--- config.mk ---
export PLATFORM = sky130hd
export DESIGN_NAME = isort_cell
export DESIGN_NICKNAME = d
export VERILOG_FILES = /design/src/design/assert_macros.svh /design/src/design/isort_pkg.sv /design/src/design/isort_cell.sv
export SDC_FILE = /design/constraint.sdc
export NUM_CORES = 1
export LEC_CHECK = 0
export ABC_AREA = 1
export BUFFER_PORTS_ARGS = -buffer_cell sky130_fd_sc_hd__buf_2
export CORE_AREA = 2 2 76 78
export DETAILED_ROUTE_END_ITERATION = 16
export DIE_AREA = 0 0 78 80
export HOLD_SLACK_MARGIN = 0.05
export PLACE_DENSITY = 0.89
export SLEW_MARGIN = 30
export SYNTH_ARGS = -nofsm -noshare
export SYNTH_HDL_FRONTEND = slang
export SYNTH_SLANG_ARGS = --single-unit
--- constraint.sdc ---
create_clock -name aclk -period 7.6 [get_ports aclk]
set_input_delay 1.14 -clock aclk [delete_from_list [all_inputs] [get_ports aclk]]
set_output_delay 1.14 -clock aclk [all_outputs]
set_load 0.03 [all_outputs]
--- src/design/assert_macros.svh ---
// Assertion macros used by the insertion sorter top level.
`ifndef ASSERT_MACROS_SVH
`define ASSERT_MACROS_SVH

// Check that a condition holds at every clock edge out of reset.
`define ASSERT_ALWAYS(name, clk, rstn, cond, msg) \
    name: assert property (@(posedge clk) disable iff (!rstn) (cond)) else $error(msg);

// Check that a consequent holds in the same cycle as its antecedent.
`define ASSERT_SAME(name, clk, rstn, ante, cons, msg) \
    name: assert property (@(posedge clk) disable iff (!rstn) (ante) |-> (cons)) \
        else $error(msg);

// Check that a consequent holds in the cycle after its antecedent.
`define ASSERT_NEXT(name, clk, rstn, ante, cons, msg) \
    name: assert property (@(posedge clk) disable iff (!rstn) (ante) |=> (cons)) \
        else $error(msg);

`endif

--- src/design/isort_pkg.sv ---
// Types and constants shared by the insertion sorter modules.
package isort_pkg;

    localparam int MAX_ITEMS = 64;
    localparam int VAL_W     = 32;

    typedef logic signed [VAL_W-1:0] val_t;

    // Input transaction payload.
    typedef struct packed {
        val_t value;
        logic last;
    } in_t;

    // Output transaction payload.
    typedef struct packed {
        val_t sorted_value;
        logic final_res;
        logic overflowed;
    } out_t;

    // Broadcast control from the sequencer to every cell.
    typedef struct packed {
        logic ins_en;
        logic drain_en;
        val_t value;
    } cell_ctrl_t;

    // What one cell shows its neighbors.
    typedef struct packed {
        val_t val;
        logic vld;
        logic gt;
    } cell_link_t;

endpackage

--- src/design/isort_cell.sv ---
// One cell of the insertion chain: holds one sorted entry.
module isort_cell (
    input  logic                   aclk,
    input  logic                   aresetn,
    input  isort_pkg::cell_ctrl_t  ctrl,
    input  isort_pkg::cell_link_t  lower,
    input  isort_pkg::cell_link_t  upper,
    output isort_pkg::cell_link_t  link
);
    import isort_pkg::*;

    val_t val_reg;
    val_t val_next;
    logic vld_reg;
    logic vld_next;
    logic gt;
    logic take;

    // Flag an entry strictly greater than the incoming value
    assign gt = vld_reg && ($signed(val_reg) > $signed(ctrl.value));

    // Take a value when this entry moves up or this is the first free slot
    assign take = gt || (!vld_reg && lower.vld);

    always_comb begin
        val_next = val_reg;
        vld_next = vld_reg;
        if (ctrl.drain_en) begin
            // Shift down toward the output end
            val_next = upper.val;
            vld_next = upper.vld;
        end else if (ctrl.ins_en && take) begin
            val_next = lower.gt ? lower.val : ctrl.value;
            vld_next = 1'b1;
        end
    end

    always_ff @(posedge aclk) begin
        if (!aresetn) begin
            vld_reg <= 1'b0;
        end else begin
            vld_reg <= vld_next;
        end
        val_reg <= val_next;
    end

    assign link.val = val_reg;
    assign link.vld = vld_reg;
    assign link.gt  = gt;

endmodule

; After elaboration in Yosys (flattened, before gate mapping)
; Cells that the tools add are included.
[totals]
regBits = 33
in_bits = 104
elab_cells = 14
[classes]
order_cmp = 1
mux = 5
reduce_logical = 6
[op_table]
columns = operator, count
row1 = 32-bit two-way mux, 3
row2 = 32-bit greater-than comparator, 1
row3 = 1-bit logical AND, 3
row4 = 1-bit two-way mux, 2
row5 = 2-bit nonzero test, 1
row6 = 1-bit zero test, 1
row7 = 1-bit logical OR, 1

; Longest topological paths before layout
[logic_depth]
word_depth = 6
depth_mapped = 18
ltp_nobuf = 18

; Worst setup path after synthesis
; Ideal clock, no wire load.
[synth_timing]
path_kind = input -> output
startpoint = in ctrl[23] in the netlist's numbering
endpoint = out link[0] in the netlist's numbering
arrival_time_ps = 2317
path_slack_ps = 4143
cell_stages = 12
cell_sequence = inv_1 -> ha_1 -> nand2_1 -> nor2_1 -> nand2_1 -> nor3b_2 -> nand2_1 -> nand2_1 -> nand2_1 -> nand3_2 -> inv_1 -> buf_4
[synth_between]
elab_chain_len = 2
[synth_lines]
columns = item, line
row1 = "start, declared", isort_cell.sv:5  ; input isort_pkg::cell_ctrl_t ctrl,
row2 = 32-bit greater-than comparator, isort_cell.sv:20  ; assign gt = vld_reg && ($signed(val_reg) > $signed(ctrl.value));
row3 = 1-bit logical AND, isort_cell.sv:20
row4 = "end, declared", isort_cell.sv:8  ; output isort_pkg::cell_link_t link
; No other way between the ends.

==> impl_metrics.py <==
metrics = {
    "pwr": {
        "ir_drop_mv": 0.109,
        "pwr-share-clk_pct": 23.1,
        "p_per_area_nw_per_um2": 160,
        "leakagePower_nw": 1.74,
        "p_sw_share_pct": 33.5,
        "seqPwrFrac_pct": 42.8,
        "comb_power_share_pct": 34.1,
        "switchingPower_mw": 0.182,
        "p_int_mw": 0.360,
    },
    "clocking": {
        "numCtsBuffers": 5,
        "clk_pin_slew_ns": 0.07,
        "ctsHoldBuffers": 0,
        "clkLatencyLatePin_ns": 0.27,
        "ctsLongestPathBuffers": 2,
        "post_cts_resized": 0,
        "htree_num_levels": 2,
        "post_cts_buffers": 0,
        "cts-root-buf": "clkbuf_8",
        "cts.sinks": 33,
        "cts_tree": "built",
    },
    "finish": {
        "drive_above_1_share_pct": 33.9,
        "stdcell_area_um2": 3390,
        "n_antenna_cell": 0,
        "finalNetCount": 572,
        "regArea_um2": 981,
        "area_delta_synth_final_pct": 30.7,
        "fillers": 480,
        "final_cells": 509,
        "multiInputGateArea_um2": 1370,
        "largest_reg_flops": 32,
    },
    "placement": {
        "place_area_um2": 3310,
        "numPortBuffers": 136,
        "dp_slack_ns": 3.87,
        "gp_congestion": 0.766,
        "dp_hpwl_um": 5170,
        "place_inst": 501,
    },
    "critical_path": {
        "worstPathCellList": "buf_2, inv_1, ha_1, a21oi_1, nor2_1, nor2_1, nand2_1, nand2_1, nand2_1, nand2_1, nand2_1, nand2_1, nand3_2, inv_1, buf_2",
        "cp.required_ns": 6.46,
        "cp-start-kind": "primary input",
        "worstPathMaxFanout": 2,
        "cp-end-kind": "output port",
        "max_stage_delay_ns": 0.31,
        "worstRegToRegCells": 15,
        "cp.arrival_ns": 2.61,
        "reg2reg_to": "val_reg[15]",
        "reg2reg_from": "val_reg[5]",
        "rrSetupSlack_ns": 5.13,
        "critPathMostFrequentCell": "nand2_1",
        "worstSetupPathType": "in -> out",
        "cp_slowest_cell": "ha_1",
    },
    "routing": {
        "drcViolationCount": 0,
        "dr.pass1.iters": 4,
        "vias": 2546,
        "wl_um": 6620,
        "drtIter0Drc": 65,
        "wl_per_cell_um": 13.0,
        "routed_via_density": 5.00,
        "antenna_left": 0,
    },
    "sta": {
        "period_share_pct": 49.3,
        "setup_tns_ns": 0,
        "max_freq_mhz": 267,
        "post-route-min-period_ns": 3.75,
        "hold_viol": 0,
        "setup_viol": 0,
        "fin_skew_ns": 0.00429,
        "slew_headroom_pct": 48.1,
        "setup_slack_ns": 3.85,
        "rsz0062_at_grt": "false",
        "slew_violations": 0,
        "worst_slew_pin_slew_ns": 0.778,
    },
    "floorplan": {
        "core_area_um2": 5410,
        "floorplan.initialDensity_pct": 48.0,
        "dieArea_um2": 6240,
        "chipWidth_um": 78,
        "die_h_um": 80,
        "row_count": 27,
        "ioPinCount": 138,
    },
    "yosys": {
        "syn_avg_cell_area_um2": 8.46,
        "synth_seq_area_share_pct": 37.8,
        "yosysWarnings": 0,
        "synth_cell_types": 24,
        "synth_nets": 443,
        "synth_seq_cells": 33,
        "synth_area_leader_cell": "edfxtp_1",
        "synth_area_leaders": "edfxtp_1, ha_1, nand2_1",
        "syn-cell-area_um2": 2600,
        "yosysTopAreaCellShare_pct": 37.0,
        "synthCells": 307,
    },
    "global_route": {
        "grt_max_degree": 64,
        "grt_pass1_vias": 2513,
        "track_usage_pct": 21.1,
        "overflow": 0,
        "grt_pass1_wl_um": 10400,
        "antenna_found_initial": 0,
    },
    "hold_path": {
        "hold_start": "vld_reg",
        "whs_path_depth": 2,
        "holdPathEnd": "vld_reg",
        "hold_class": "reg -> reg",
    },
    "job": {
        "cap_violations": 0,
    },
    "outcome": {
        "status": "finished clean",
    },
}
worst max path at each step:
stage | slack (ns) | from | endpoint | cells past startpoint
after global placement | 3.89 | ctrl[13] | link[0] | 13
after detailed placement | 3.87 | ctrl[5] | link[0] | 15
after floorplan | 4.14 | ctrl[23] | link[0] | 12
after global routing | 3.69 | ctrl[5] | link[0] | 15
final | 3.85 | ctrl[5] | link[0] | 15
after CTS | 3.86 | ctrl[5] | link[0] | 15
cells in the mapped netlist (all sizes together):
| master | n |
|---|---|
| a211oi | 1 |
| a21o | 1 |
| a21oi | 20 |
| buf | 3 |
| clkbuf | 12 |
| clkinv | 1 |
| dfxtp | 1 |
| edfxtp | 32 |
| ha | 32 |
| inv | 46 |
| nand2 | 72 |
| nand3 | 5 |
| nand3b | 1 |
| nand4 | 2 |
| nor2 | 14 |
| nor3b | 1 |
| o211ai | 29 |
| o21a | 31 |
| o21ai | 3 |
kinds of logic (layout without fill, tap and decap cells):
group                    Yosys count  after routing  synth area share [%]
flip-flops                        33             33                  37.8
adder cells (fa/ha/maj)           32             32                  15.4
AND/OR/NAND/NOR                   95             95                  15.1
AO/OA/AOI/OAI                     85             85                  22.4
buffers and inverters             62            192                  9.30
critical path: cells and delay by family:
kind / cells / cell delay [ns]
simple gates: 9 / 0.60
buf+inv: 4 / 0.35
fa+ha+maj: 1 / 0.31
compound gates: 1 / 0.21
placed cells by master, fill, tap and decap left out:
cell	n
buf_2	135
nand2_1	71
inv_1	45
ha_1	32
edfxtp_1	32
o21a_1	31
o211ai_1	29
a21oi_1	20
nor2_1	12
clkbuf_8	5
nand3_1	4
o21ai_0	3
clkbuf_1	3
nand4_1	2
nor2_2	2
buf_4	2
a21o_1	1
clkinv_1	1
nand2_2	1
nor3b_2	1
nand3b_1	1
nand3_2	1
clkinv_2	1
a211oi_1	1
dfxtp_1	1
power groups by stage:
stage,Clock (mW),Combinational (mW),Sequential (mW)
detailed placement,0,0.185,0.236
global placement,0,0.179,0.234
CTS,0.131,0.186,0.232
global route,0.138,0.205,0.234
floorplan,0,0.0882,0.269
finish,0.125,0.185,0.232
final cells by class:
| type | instances | area share, % |
|---|---|---|
| repair buffers | 137 | 20.4 |
| multi-input cells | 212 | 40.5 |
| flip-flops and latches | 33 | 28.9 |
| inverters | 47 | 5.24 |
| clock buffers | 8 | 2.36 |
| well taps | 72 | 2.65 |
metrics by stage:
step | util [%] | power, mW | hold slack (ns)
floorplan | - | 0.357 | 0.466
global placement | 61.2 | 0.413 | 0.491
detailed placement | 61.2 | 0.421 | 0.511
CTS | 62.7 | 0.549 | 0.525
global route | 62.8 | 0.577 | 0.591
finish | 62.8 | 0.542 | 0.519
metal layers:
metal  global-route usage, %  share of wire (%)  vias to the layer above
li1                        -                  -                     1311
met1                    22.5                 42                     1160
met2                    41.5                 52                       73
met3                    4.86                5.6                        2
met4                    5.26               0.47                        0
met5                       0                  0                        -
Note: power is estimated with default switching activity, not from simulation.
